$ cat src/rtl/core/tfs_pkg.sv
// Shared types, constants and the mixing ROM for the table frame scrambler.
// No dependencies; tfs_front, tfs_queue, tfs_back and the top unit use this package.
package tfs_pkg;

    localparam logic [7:0] KEY_RESET    = 8'h33;
    localparam logic [7:0] KEY_WRAP     = 8'hE0;
    localparam logic [7:0] ADD_OFFSET   = 8'd81;
    localparam logic [7:0] SUB_OFFSET   = 8'd46;
    localparam logic [4:0] ENC_LAST_POS = 5'd29;  // position of the 30th encrypt word
    localparam logic [4:0] DEC_LAST_POS = 5'd31;  // checksum word of a decrypt frame
    localparam logic [4:0] DEC_PAY_POS  = 5'd3;   // first payload word of a decrypt frame
    localparam logic [4:0] CHECK_POS    = 5'd31;  // scramble position of the checksum

    localparam int Q_DEPTH = 2;
    localparam int Q_PTR_W = (Q_DEPTH > 1) ? $clog2(Q_DEPTH) : 1;
    localparam int Q_CNT_W = $clog2(Q_DEPTH + 1);

    typedef enum logic [2:0] {
        OP_ENC_FIRST,   // key word, then scrambled first header word
        OP_ENC,         // one scrambled word
        OP_ENC_LAST,    // scrambled last word, then scrambled checksum
        OP_DEC_KEY,     // key word of a decrypt frame, no result
        OP_DEC_HDR,     // header word, summed but not emitted
        OP_DEC_PAY,     // payload word
        OP_DEC_LAST     // checksum word, final result
    } op_t;

    typedef struct packed {
        op_t        op;
        logic [4:0] pos;
        logic [7:0] key;
        logic [7:0] data;
    } cmd_t;

    typedef struct packed {
        logic full;
        logic valid;
    } q_stat_t;

    localparam logic [7:0] MIX_ROM [256] = '{
        8'hBC,8'h8B,8'hE5,8'h35,8'h1D,8'h0E,8'hAE,8'h23,8'hB9,8'h4D,8'hFE,8'h50,8'h15,8'hC7,8'h25,8'h60,
        8'hA5,8'hD8,8'h1E,8'h9A,8'h6B,8'h9A,8'hD5,8'hC0,8'h60,8'hCC,8'h50,8'h57,8'hBB,8'h93,8'hB3,8'h49,
        8'h94,8'h25,8'hF6,8'h22,8'h31,8'hFD,8'h9A,8'hF0,8'hDC,8'h04,8'hB6,8'h53,8'hCD,8'h1B,8'hEE,8'h70,
        8'h50,8'h44,8'h20,8'hCE,8'hB3,8'h2B,8'h7A,8'hD7,8'h91,8'hE3,8'h9E,8'hCD,8'hCF,8'h0D,8'hB6,8'hFD,
        8'hF6,8'hB4,8'h29,8'h6B,8'hB3,8'hDE,8'hC7,8'h7F,8'hEF,8'h08,8'hEC,8'h63,8'h88,8'hA8,8'h0A,8'h51,
        8'hF9,8'hCA,8'h6A,8'h42,8'hC6,8'h84,8'h1F,8'hBB,8'hCE,8'h52,8'h3C,8'h0F,8'h11,8'h0C,8'hC9,8'h74,
        8'hE2,8'h99,8'h90,8'h85,8'h8D,8'h6F,8'hCD,8'hD3,8'hCE,8'h65,8'hF9,8'h63,8'h23,8'h96,8'h15,8'h40,
        8'h0C,8'h79,8'h95,8'h87,8'h8E,8'hD3,8'h20,8'h56,8'h10,8'hC3,8'h3A,8'h94,8'hFA,8'h56,8'hC5,8'h65,
        8'h25,8'hBA,8'h61,8'hE9,8'hC5,8'h09,8'h29,8'hB6,8'h34,8'h76,8'hED,8'h80,8'hCF,8'hFF,8'h8A,8'h49,
        8'h9A,8'hF0,8'hCF,8'h7D,8'hC4,8'h6A,8'hB9,8'hF9,8'hE1,8'hA4,8'h97,8'hFB,8'h47,8'h6D,8'h8C,8'h6A,
        8'h2F,8'hB7,8'h00,8'hB2,8'h65,8'hA0,8'hE4,8'h6A,8'h53,8'hD8,8'h7E,8'h1C,8'hFC,8'hE1,8'h92,8'h8F,
        8'hB2,8'hEA,8'hCB,8'hFF,8'h8B,8'h62,8'h99,8'h2E,8'h71,8'h95,8'h96,8'hB9,8'h89,8'h61,8'h32,8'h20,
        8'h1A,8'h4B,8'h5F,8'hDE,8'h23,8'h3A,8'hAE,8'hD7,8'hBE,8'h12,8'h6D,8'h07,8'h28,8'h2B,8'h61,8'hAE,
        8'hC5,8'h04,8'h54,8'h2E,8'h71,8'hA2,8'hD6,8'hD2,8'h42,8'h37,8'h37,8'h8D,8'hBC,8'h0E,8'h27,8'h9A,
        8'h50,8'h8A,8'h6D,8'h42,8'hBA,8'h1B,8'h89,8'hBC,8'h18,8'hD6,8'h1A,8'h09,8'h79,8'h1D,8'h46,8'hBF,
        8'h9A,8'h44,8'h2F,8'h26,8'hCF,8'h1A,8'h92,8'h8F,8'h1D,8'hD4,8'hB6,8'h6F,8'hD9,8'hC8,8'hAA,8'h68
    };

    // ROM entry for key k at frame position r
    function automatic logic [7:0] rom_at(input logic [7:0] k, input logic [4:0] r);
        logic [7:0] base;
        logic [7:0] idx;
        base = (k < KEY_WRAP) ? k : k - KEY_WRAP;
        idx  = base + 8'(r) - 8'd1;
        return MIX_ROM[idx];
    endfunction

    function automatic logic [7:0] scramble(input logic [7:0] k, input logic [4:0] r,
                                            input logic [7:0] b);
        logic [7:0] a;
        logic [7:0] m;
        a = k + ADD_OFFSET + 8'({r, 1'b0}) + (b ^ rom_at(k, r));
        m = k - SUB_OFFSET + 8'(r);
        return a ^ m;
    endfunction

    function automatic logic [7:0] unscramble(input logic [7:0] k, input logic [4:0] r,
                                              input logic [7:0] c);
        logic [7:0] m;
        logic [7:0] v;
        m = k - SUB_OFFSET + 8'(r);
        v = (c ^ m) - 8'({r, 1'b0}) - (k + ADD_OFFSET);
        return v ^ rom_at(k, r);
    endfunction

endpackage

$ cat src/rtl/core/tfs_if.sv
// Valid/ready channel interfaces for the input and result words.
// No dependencies.
interface tfs_in_if;
    logic       valid;
    logic       ready;
    logic       mode;
    logic       restart;
    logic [7:0] data_byte;

    modport source (output valid, output mode, output restart, output data_byte, input ready);
    modport sink   (input valid, input mode, input restart, input data_byte, output ready);
endinterface

interface tfs_out_if;
    logic       valid;
    logic       ready;
    logic [7:0] out_byte;
    logic       frame_last;
    logic       check_error;

    modport source (output valid, output out_byte, output frame_last, output check_error,
                    input ready);
    modport sink   (input valid, input out_byte, input frame_last, input check_error,
                    output ready);
endinterface

$ cat src/rtl/core/tfs_front.sv
// Front end: accepts input words, tracks framing and emits one command per word.
// Depends on tfs_pkg and tfs_in_if.
module tfs_front (
    input  logic              clk,
    input  logic              rst_n,
    tfs_in_if.sink            in_ch,
    input  logic [7:0]        key_byte,
    input  logic              q_full,
    output logic              push_valid,
    output tfs_pkg::cmd_t     push_cmd
);

    logic [4:0] pos_reg, pos_next;
    logic       last_mode_reg;
    logic [7:0] frame_key_reg, frame_key_next;
    logic [4:0] p_eff;
    logic       accept;

    assign in_ch.ready = !q_full;
    assign accept      = in_ch.valid && !q_full;
    assign push_valid  = accept;

    // restart or a mode change realigns to the start of a frame
    assign p_eff = (in_ch.restart || (in_ch.mode != last_mode_reg)) ? 5'd0 : pos_reg;

    always_comb
    begin
        pos_next       = pos_reg;
        frame_key_next = frame_key_reg;
        push_cmd.op    = tfs_pkg::OP_ENC;
        push_cmd.pos   = p_eff;
        push_cmd.key   = frame_key_reg;
        push_cmd.data  = in_ch.data_byte;
        if (!in_ch.mode)
        begin
            push_cmd.pos = p_eff + 5'd1;
            if (p_eff == 5'd0)
            begin
                push_cmd.op    = tfs_pkg::OP_ENC_FIRST;
                push_cmd.key   = key_byte;
                frame_key_next = key_byte;
                pos_next       = 5'd1;
            end
            else if (p_eff >= tfs_pkg::ENC_LAST_POS)
            begin
                push_cmd.op = tfs_pkg::OP_ENC_LAST;
                pos_next    = 5'd0;
            end
            else
            begin
                pos_next = p_eff + 5'd1;
            end
        end
        else
        begin
            if (p_eff == 5'd0)
            begin
                push_cmd.op    = tfs_pkg::OP_DEC_KEY;
                frame_key_next = in_ch.data_byte;
                pos_next       = 5'd1;
            end
            else if (p_eff >= tfs_pkg::DEC_LAST_POS)
            begin
                push_cmd.op = tfs_pkg::OP_DEC_LAST;
                pos_next    = 5'd0;
            end
            else
            begin
                push_cmd.op = (p_eff >= tfs_pkg::DEC_PAY_POS) ? tfs_pkg::OP_DEC_PAY
                                                               : tfs_pkg::OP_DEC_HDR;
                pos_next    = p_eff + 5'd1;
            end
        end
    end

    always_ff @(posedge clk or negedge rst_n)
    begin
        if (!rst_n)
        begin
            pos_reg       <= 5'd0;
            last_mode_reg <= 1'b0;
            frame_key_reg <= 8'd0;
        end
        else if (accept)
        begin
            pos_reg       <= pos_next;
            last_mode_reg <= in_ch.mode;
            frame_key_reg <= frame_key_next;
        end
    end

endmodule

$ cat src/rtl/core/tfs_queue.sv
// Short command queue between the front end and the back end.
// Depends on tfs_pkg.
module tfs_queue (
    input  logic               clk,
    input  logic               rst_n,
    input  logic               push_valid,
    input  tfs_pkg::cmd_t      push_cmd,
    input  logic               pop_ready,
    output tfs_pkg::cmd_t      pop_cmd,
    output tfs_pkg::q_stat_t   stat
);

    tfs_pkg::cmd_t                mem_reg [tfs_pkg::Q_DEPTH];
    logic [tfs_pkg::Q_PTR_W-1:0]  wr_ptr_reg, rd_ptr_reg;
    logic [tfs_pkg::Q_CNT_W-1:0]  cnt_reg;
    logic                         push, pop;

    assign stat.full  = (cnt_reg == tfs_pkg::Q_CNT_W'(tfs_pkg::Q_DEPTH));
    assign stat.valid = (cnt_reg != '0);
    assign push       = push_valid && !stat.full;
    assign pop        = pop_ready && stat.valid;
    assign pop_cmd    = mem_reg[rd_ptr_reg];

    always_ff @(posedge clk)
    begin
        if (push)
        begin
            mem_reg[wr_ptr_reg] <= push_cmd;
        end
    end

    always_ff @(posedge clk or negedge rst_n)
    begin
        if (!rst_n)
        begin
            wr_ptr_reg <= '0;
            rd_ptr_reg <= '0;
            cnt_reg    <= '0;
        end
        else
        begin
            if (push)
            begin
                wr_ptr_reg <= (wr_ptr_reg == tfs_pkg::Q_PTR_W'(tfs_pkg::Q_DEPTH - 1)) ? '0
                                                                                    : wr_ptr_reg + 1'b1;
            end
            if (pop)
            begin
                rd_ptr_reg <= (rd_ptr_reg == tfs_pkg::Q_PTR_W'(tfs_pkg::Q_DEPTH - 1)) ? '0
                                                                                    : rd_ptr_reg + 1'b1;
            end
            if (push && !pop)
            begin
                cnt_reg <= cnt_reg + 1'b1;
            end
            else if (pop && !push)
            begin
                cnt_reg <= cnt_reg - 1'b1;
            end
        end
    end

endmodule

$ cat src/rtl/core/tfs_back.sv
// Back end: runs queued commands through the ROM mixer, keeps the checksum,
// and drives the registered result channel. Depends on tfs_pkg and tfs_out_if.
module tfs_back (
    input  logic           clk,
    input  logic           rst_n,
    input  tfs_pkg::cmd_t  cmd,
    input  logic           cmd_valid,
    output logic           cmd_ready,
    tfs_out_if.source      out_ch
);

    logic       phase_reg, phase_next;
    logic [7:0] sum_reg, sum_next;
    logic       out_valid_reg;
    logic [7:0] out_byte_reg;
    logic       out_last_reg;
    logic       out_err_reg;

    logic       advance;
    logic       emit;
    logic [7:0] res_byte;
    logic       res_last;
    logic       res_err;
    logic       check_phase;
    logic [4:0] sc_pos;
    logic [7:0] sc_in;
    logic [7:0] enc_c;
    logic [7:0] dec_v;
    logic [7:0] dec_sum;
    logic [7:0] rel;

    assign advance = cmd_valid && (!out_valid_reg || out_ch.ready);

    // second word of an encrypt last command scrambles the checksum
    assign check_phase = (cmd.op == tfs_pkg::OP_ENC_LAST) && phase_reg;
    assign sc_pos      = check_phase ? tfs_pkg::CHECK_POS : cmd.pos;
    assign sc_in       = check_phase ? sum_reg : cmd.data;
    assign enc_c       = tfs_pkg::scramble(cmd.key, sc_pos, sc_in);
    assign dec_v       = tfs_pkg::unscramble(cmd.key, cmd.pos, cmd.data);
    assign dec_sum     = sum_reg + dec_v;
    assign rel         = dec_sum + cmd.key - {dec_v[6:0], 1'b0};

    always_comb
    begin
        phase_next = phase_reg;
        sum_next   = sum_reg;
        cmd_ready  = 1'b0;
        emit       = 1'b0;
        res_byte   = enc_c;
        res_last   = 1'b0;
        res_err    = 1'b0;
        if (advance)
        begin
            unique case (cmd.op)
                tfs_pkg::OP_ENC_FIRST:
                begin
                    emit = 1'b1;
                    if (!phase_reg)
                    begin
                        res_byte   = cmd.key;
                        phase_next = 1'b1;
                    end
                    else
                    begin
                        sum_next   = cmd.key + cmd.data;
                        phase_next = 1'b0;
                        cmd_ready  = 1'b1;
                    end
                end
                tfs_pkg::OP_ENC:
                begin
                    emit      = 1'b1;
                    sum_next  = sum_reg + cmd.data;
                    cmd_ready = 1'b1;
                end
                tfs_pkg::OP_ENC_LAST:
                begin
                    emit = 1'b1;
                    if (!phase_reg)
                    begin
                        sum_next   = sum_reg + cmd.data;
                        phase_next = 1'b1;
                    end
                    else
                    begin
                        res_last   = 1'b1;
                        phase_next = 1'b0;
                        cmd_ready  = 1'b1;
                    end
                end
                tfs_pkg::OP_DEC_KEY:
                begin
                    sum_next  = 8'd0;
                    cmd_ready = 1'b1;
                end
                tfs_pkg::OP_DEC_HDR:
                begin
                    sum_next  = dec_sum;
                    cmd_ready = 1'b1;
                end
                tfs_pkg::OP_DEC_PAY:
                begin
                    emit      = 1'b1;
                    res_byte  = dec_v;
                    sum_next  = dec_sum;
                    cmd_ready = 1'b1;
                end
                tfs_pkg::OP_DEC_LAST:
                begin
                    emit      = 1'b1;
                    res_byte  = dec_v;
                    res_last  = 1'b1;
                    res_err   = (rel != 8'd0);
                    sum_next  = dec_sum;
                    cmd_ready = 1'b1;
                end
                default:
                begin
                    cmd_ready = 1'b1;
                end
            endcase
        end
    end

    always_ff @(posedge clk or negedge rst_n)
    begin
        if (!rst_n)
        begin
            phase_reg     <= 1'b0;
            sum_reg       <= 8'd0;
            out_valid_reg <= 1'b0;
        end
        else
        begin
            phase_reg <= phase_next;
            sum_reg   <= sum_next;
            if (advance)
            begin
                out_valid_reg <= emit;
            end
            else if (out_ch.ready)
            begin
                out_valid_reg <= 1'b0;
            end
        end
    end

    always_ff @(posedge clk)
    begin
        if (advance && emit)
        begin
            out_byte_reg <= res_byte;
            out_last_reg <= res_last;
            out_err_reg  <= res_err;
        end
    end

    assign out_ch.valid       = out_valid_reg;
    assign out_ch.out_byte    = out_byte_reg;
    assign out_ch.frame_last  = out_last_reg;
    assign out_ch.check_error = out_err_reg;

endmodule

$ cat src/rtl/core/table_frame_scrambler_unit.sv
// Table frame scrambler: 32-byte frame scrambling with a fixed 256-byte ROM.
// in_ch  : valid/ready words {mode, restart, data_byte}; mode 0 encrypt, 1 decrypt.
// out_ch : valid/ready result words {out_byte, frame_last, check_error}.
// cfg    : cfg_wr_en/cfg_wr_data load the frame key byte (reset 0x33), write only.
// Encrypt: 30 input words per frame give 32 results (key, 30 scrambled, checksum).
// Decrypt: 32 input words per frame give 28 payload results and one final word
//   with frame_last set and check_error flagging a bad checksum.
// Path: an accepted input word is written into the command queue, then the back
//   end mixes it and loads its result into the output register that drives
//   out_ch.
// Throughput: while out_ch is not stalled the back end retires up to one command per
//   cycle and produces at most one result word per cycle; the first and last encrypt
//   words each give two results from one command. Input words are taken every cycle while the two-entry queue has room.
// Stall: when out_ch.ready is low while a word is held, the output register keeps it,
//   the back end stops, and the queue fills; in_ch.ready drops only once the queue is full.
// Reset: framing, checksum, queue and output valid clear; key byte returns to 0x33.
// Depends on tfs_pkg, tfs_if, tfs_front, tfs_queue and tfs_back.
module table_frame_scrambler_unit (
    input  logic        clk,
    input  logic        rst_n,
    input  logic        cfg_wr_en,
    input  logic [7:0]  cfg_wr_data,
    tfs_in_if.sink      in_ch,
    tfs_out_if.source   out_ch
);

    logic [7:0]         key_byte_reg;
    logic               push_valid;
    tfs_pkg::cmd_t      push_cmd;
    tfs_pkg::cmd_t      head_cmd;
    tfs_pkg::q_stat_t   q_stat;
    logic               cmd_ready;

    // key register; the user must write it only while the block is idle, the block does not enforce this
    always_ff @(posedge clk or negedge rst_n)
    begin
        if (!rst_n)
        begin
            key_byte_reg <= tfs_pkg::KEY_RESET;
        end
        else if (cfg_wr_en)
        begin
            key_byte_reg <= cfg_wr_data;
        end
    end

    // front: framing and classification of each accepted word
    tfs_front u_front (
        .clk        (clk),
        .rst_n      (rst_n),
        .in_ch      (in_ch),
        .key_byte   (key_byte_reg),
        .q_full     (q_stat.full),
        .push_valid (push_valid),
        .push_cmd   (push_cmd)
    );

    // decouples the front from back-end stalls
    tfs_queue u_queue (
        .clk        (clk),
        .rst_n      (rst_n),
        .push_valid (push_valid),
        .push_cmd   (push_cmd),
        .pop_ready  (cmd_ready),
        .pop_cmd    (head_cmd),
        .stat       (q_stat)
    );

    // back: ROM mixing, checksum and the result register
    tfs_back u_back (
        .clk       (clk),
        .rst_n     (rst_n),
        .cmd       (head_cmd),
        .cmd_valid (q_stat.valid),
        .cmd_ready (cmd_ready),
        .out_ch    (out_ch)
    );

`ifndef SYNTHESIS
    // the checksum flag only ever rides on a frame's final word
    a_err_on_last: assert property (@(posedge clk) disable iff (!rst_n)
        out_ch.valid |-> (!out_ch.check_error || out_ch.frame_last))
        else $error("check_error without frame_last");

    // a full queue can never be empty
    a_full_nonempty: assert property (@(posedge clk) disable iff (!rst_n)
        q_stat.full |-> q_stat.valid)
        else $error("queue full flag with no entries");

    // the back end pops only a present command
    a_pop_valid: assert property (@(posedge clk) disable iff (!rst_n)
        cmd_ready |-> q_stat.valid)
        else $error("command popped from empty queue");
`endif

endmodule

$ cat src/flat_wrapper.sv
// flat-port wrapper written by rule: the top's interface ports become plain ports
module table_frame_scrambler_unit_flat 
  (clk, rst_n, cfg_wr_en, cfg_wr_data, in_ch_valid, in_ch_mode, in_ch_restart, in_ch_data_byte, in_ch_ready, out_ch_valid, out_ch_out_byte, out_ch_frame_last, out_ch_check_error, out_ch_ready);
  tfs_in_if in_ch_i ();
  tfs_out_if out_ch_i ();
  input  logic clk;
  input  logic rst_n;
  input  logic cfg_wr_en;
  input  logic [7:0] cfg_wr_data;
  input wire logic [$bits(in_ch_i.valid)-1:0] in_ch_valid;
  input wire logic [$bits(in_ch_i.mode)-1:0] in_ch_mode;
  input wire logic [$bits(in_ch_i.restart)-1:0] in_ch_restart;
  input wire logic [$bits(in_ch_i.data_byte)-1:0] in_ch_data_byte;
  output wire logic [$bits(in_ch_i.ready)-1:0] in_ch_ready;
  output wire logic [$bits(out_ch_i.valid)-1:0] out_ch_valid;
  output wire logic [$bits(out_ch_i.out_byte)-1:0] out_ch_out_byte;
  output wire logic [$bits(out_ch_i.frame_last)-1:0] out_ch_frame_last;
  output wire logic [$bits(out_ch_i.check_error)-1:0] out_ch_check_error;
  input wire logic [$bits(out_ch_i.ready)-1:0] out_ch_ready;
  assign in_ch_i.valid = in_ch_valid;
  assign in_ch_i.mode = in_ch_mode;
  assign in_ch_i.restart = in_ch_restart;
  assign in_ch_i.data_byte = in_ch_data_byte;
  assign in_ch_ready = in_ch_i.ready;
  assign out_ch_valid = out_ch_i.valid;
  assign out_ch_out_byte = out_ch_i.out_byte;
  assign out_ch_frame_last = out_ch_i.frame_last;
  assign out_ch_check_error = out_ch_i.check_error;
  assign out_ch_i.ready = out_ch_ready;
  table_frame_scrambler_unit u_core (.clk(clk), .rst_n(rst_n), .cfg_wr_en(cfg_wr_en), .cfg_wr_data(cfg_wr_data), .in_ch(in_ch_i), .out_ch(out_ch_i));
endmodule
$ cat config.mk
export PLATFORM = sky130hd
export DESIGN_NAME = table_frame_scrambler_unit_flat
export DESIGN_NICKNAME = d
export VERILOG_FILES = /design/src/rtl/core/tfs_pkg.sv /design/src/rtl/core/tfs_if.sv /design/src/rtl/core/tfs_front.sv /design/src/rtl/core/tfs_queue.sv /design/src/rtl/core/tfs_back.sv /design/src/rtl/core/table_frame_scrambler_unit.sv /design/src/flat_wrapper.sv
export SDC_FILE = /design/constraint.sdc
export NUM_CORES = 1
export LEC_CHECK = 0
export BUFFER_PORTS_ARGS = -buffer_cell sky130_fd_sc_hd__buf_2
export CAP_MARGIN = 40
export CORE_MARGIN = 3
export CORE_UTILIZATION = 45
export CTS_BUF_LIST = sky130_fd_sc_hd__clkbuf_4
export CTS_CLUSTER_DIAMETER = 40
export DETAILED_ROUTE_END_ITERATION = 8
export SETUP_SLACK_MARGIN = 0.05
export SYNTH_ARGS = -nofsm -noshare
export SYNTH_HDL_FRONTEND = slang
export SYNTH_SLANG_ARGS = --single-unit
$ cat constraint.sdc
create_clock -name clk -period 9.5 [get_ports clk]
set_input_delay 0 -clock clk [delete_from_list [all_inputs] [get_ports clk]]
set_output_delay 0 -clock clk [all_outputs]
set_load 0.05 [all_outputs]
==> summary.txt <==
Rows - 64
Place WS - 0.880 ns
worst setup margin - 0.769 ns
final setup vio count - 0
CTS buffer count - 9
R2R cell count - 31
RSZ-0062 raised after global routing - no
RR Endpoint - u_core.u_back.out_ch.check_error$_SDFFCE_PN0P_
die footprint - 33700 sq um
final antenna-violating net count - 0
gpl congestion - 1.04
r2r startpoint - u_core.u_queue.rd_ptr_reg$_DFFE_PN0P_
max FFs per register - 48
Clk Latency, worst-skew pair - 0.48 ns
worst min path class - input pin to register
DR DRC count - 0
EDFF count, synth - 58
Yosys reg bits - 94
die width - 184 um
CP endpoint kind - register
Period minus WS final - 8.73 ns
Synth Cell Area - 14200 sq um
wire length per cell - 24.9 um
vias in the first global route - 14600
CTS clk-pin slew, worst paths - 0.17 ns
largest net degree at the start of global routing - 154
initial drt markers - 2389
ys flop type - edfxtp_1
final cycle utilization of the critical path - 91.9%
Worst setup startpoint - u_core.u_queue.rd_ptr_reg$_DFFE_PN0P_
largest area contributor in the netlist - edfxtp_1
slowest stage cell, crit path - dfrtp_2
total global routing track utilization - 32.7%
first-pass GRT wire length - 86400 um
async set-or-reset flop fraction in the synthesized netlist - 38.3%
Die H - 184 um
worst hold start - in_ch_restart
worst rel slew slack - 40.9%
Req. time, crit path - 9.80 ns
H-tree depth - 3
Crit Path Category - register to register
layout cells sized above 1 - 12.2%
dpl hpwl - 41300 um
via count - 15300
final std cells w/o fill - 2249
clk buf depth - 2
hold_ws - 0.0689 ns
fmax - 115 MHz
CTS tree - done
initial antenna violation count - 1
commonest cells in the netlist - nand2_1, nor2_1, a21oi_1
CP startpoint kind - register
status - complete, no violations
Core Box Area - 30800 sq um
Worst Path Max Fanout - 16
Num Clock Sinks - 94
Area growth, synth to finish - 9.52%
MaxCap Viol Count - 0
post-CTS repair timing setup buffer count - 0
sequential area share after synthesis - 18.6%
Largest stage delay, worst path - 0.67 ns
Ports - 35
vias per cell - 6.78
crit path to - u_core.u_back.out_ch.check_error$_SDFFCE_PN0P_
critical path arrival - 9.03 ns
share of the synthesized area in the top cell type - 12.3%
Layout Nets - 1998
reg-to-reg slack, setup - 0.77 ns
overall routed net length - 55900 um
global route total overflow - 0
Distinct cells, synth - 86
Cells after Synth - 1837
Clk Tree Root Cell - clkbuf_4
dpl cells - 2203
Post-Syn Area per Cell - 7.73 sq um
Synthesized Nets - 1989
dominant cells by area after synthesis - edfxtp_1, ha_1, xnor2_1, dfrtp_1, a21oi_1
max-slew violations - 0
clk_skew - 0.0237 ns
final setup TNS - 0 ns
Syn. warnings - 0
Slew @ Worst Pin - 0.881 ns
number of port buffers - 34
Fin. Hold Viols - 0
DRT Pass-1 Iters - 8
initial core utilization - 46.1%
-- cell type report --
class                           count  area [sq um]
Multi-Input combinational cell   1511         10700
Timing Repair Buffer              141          1180
Clock inverter                      7          92.6
Tap cell                          396           495
Inverter                           89           334
Sequential cell                    94          2650
Fill cell                        2998         15300
Clock buffer                        9          67.6
Antenna cell                        2          5.00
-- timing repair --
item	CTS	global route
gates resized for setup	0	0
hold buffers	28	0
endpoints found under the hold margin	69	0
-- worst max-delay path, delay by kind of cell, from the launching register on --
kind / cells / cell delay [ns]
AO/OA/AOI/OAI: 11 / 2.40
AND/OR/NAND/NOR: 2 / 0.33
flip-flops: 1 / 0.67
adder cells (fa/ha/maj): 6 / 2.18
multiplexers: 1 / 0.54
buffers and inverters: 5 / 0.69
XOR/XNOR: 6 / 1.77
-- cells by family (layout without fill, tap and decap cells) --
kind of cell / Yosys count / after routing / share of synthesized area, %
compound gates: 633 / 633 / 28.9
xor+xnor: 125 / 125 / 8.22
fa+ha+maj: 131 / 131 / 12.6
buf+inv: 232 / 246 / 6.65
flops: 94 / 94 / 18.6
mux: 92 / 92 / 8.27
other cells: 0 / 2 / 0
simple gates: 530 / 530 / 16.7
-- metrics by stage --
stage / util [%] / cell area [sq um]
after detailed placement: 49.0 / 15100
after floorplan: - / 14200
after CTS: 50.4 / 15500
final: 50.4 / 15500
after global routing: 50.4 / 15500
after global placement: 48.6 / 15000
-- worst min path at each step --
stage                                                  end  slack (ns)  cells after the start
6_report             u_core.u_front.pos_reg[3]$_DFFE_PN0P_        0.07                      4
5_1_grt        u_core.u_front.frame_key_reg[0]$_DFFE_PN0P_        0.05                      3
4_1_cts              u_core.u_front.pos_reg[3]$_DFFE_PN0P_        0.01                      4
3_5_place_dp        u_core.u_back.out_ch.valid$_DFFE_PN0P_       -0.18                      1
3_3_place_gp        u_core.u_back.out_ch.valid$_DFFE_PN0P_        0.16                      1
2_1_floorplan           u_core.key_byte_reg[2]$_DFFE_PN0P_       -0.30                      0
-- layer usage --
metal	wire length [um]	GRT usage (%)	up-vias	share of wire [%]
met2	23500	48.2	989	42
met3	5440	5.30	250	9.7
met5	0	0	-	0
met1	23500	46.3	7190	42
li1	-	-	6823	-
met4	3430	16.3	0	6.1
-- layout by cell type (no fill, tap or decap), types with 9 or more instances in the layout --
cell / n
o21ai_1: 10
clkbuf_4: 9
mux2_2: 33
a221oi_1: 12
a211oi_1: 36
a21o_1: 13
buf_2: 34
a31oi_1: 44
nand2_1: 173
or3_1: 11
xnor2_1: 87
o21ai_0: 152
nor2_1: 171
dlygate4sd3_1: 28
edfxtp_1: 58
a311oi_1: 25
dfrtp_1: 31
inv_1: 83
ha_1: 108
a22oi_1: 11
mux2i_1: 40
xor2_1: 23
buf_4: 66
nor3_1: 47
nand2b_1: 12
and2_1: 12
mux4_2: 12
o311ai_0: 31
a21oi_1: 158
nand3_1: 54
o211ai_1: 46
o221ai_1: 13
o21bai_1: 11
fa_1: 19
Power is left out: the tool's default activity adds up to more than one toggle a clock period on the data nets, which glitch-free logic cannot reach.
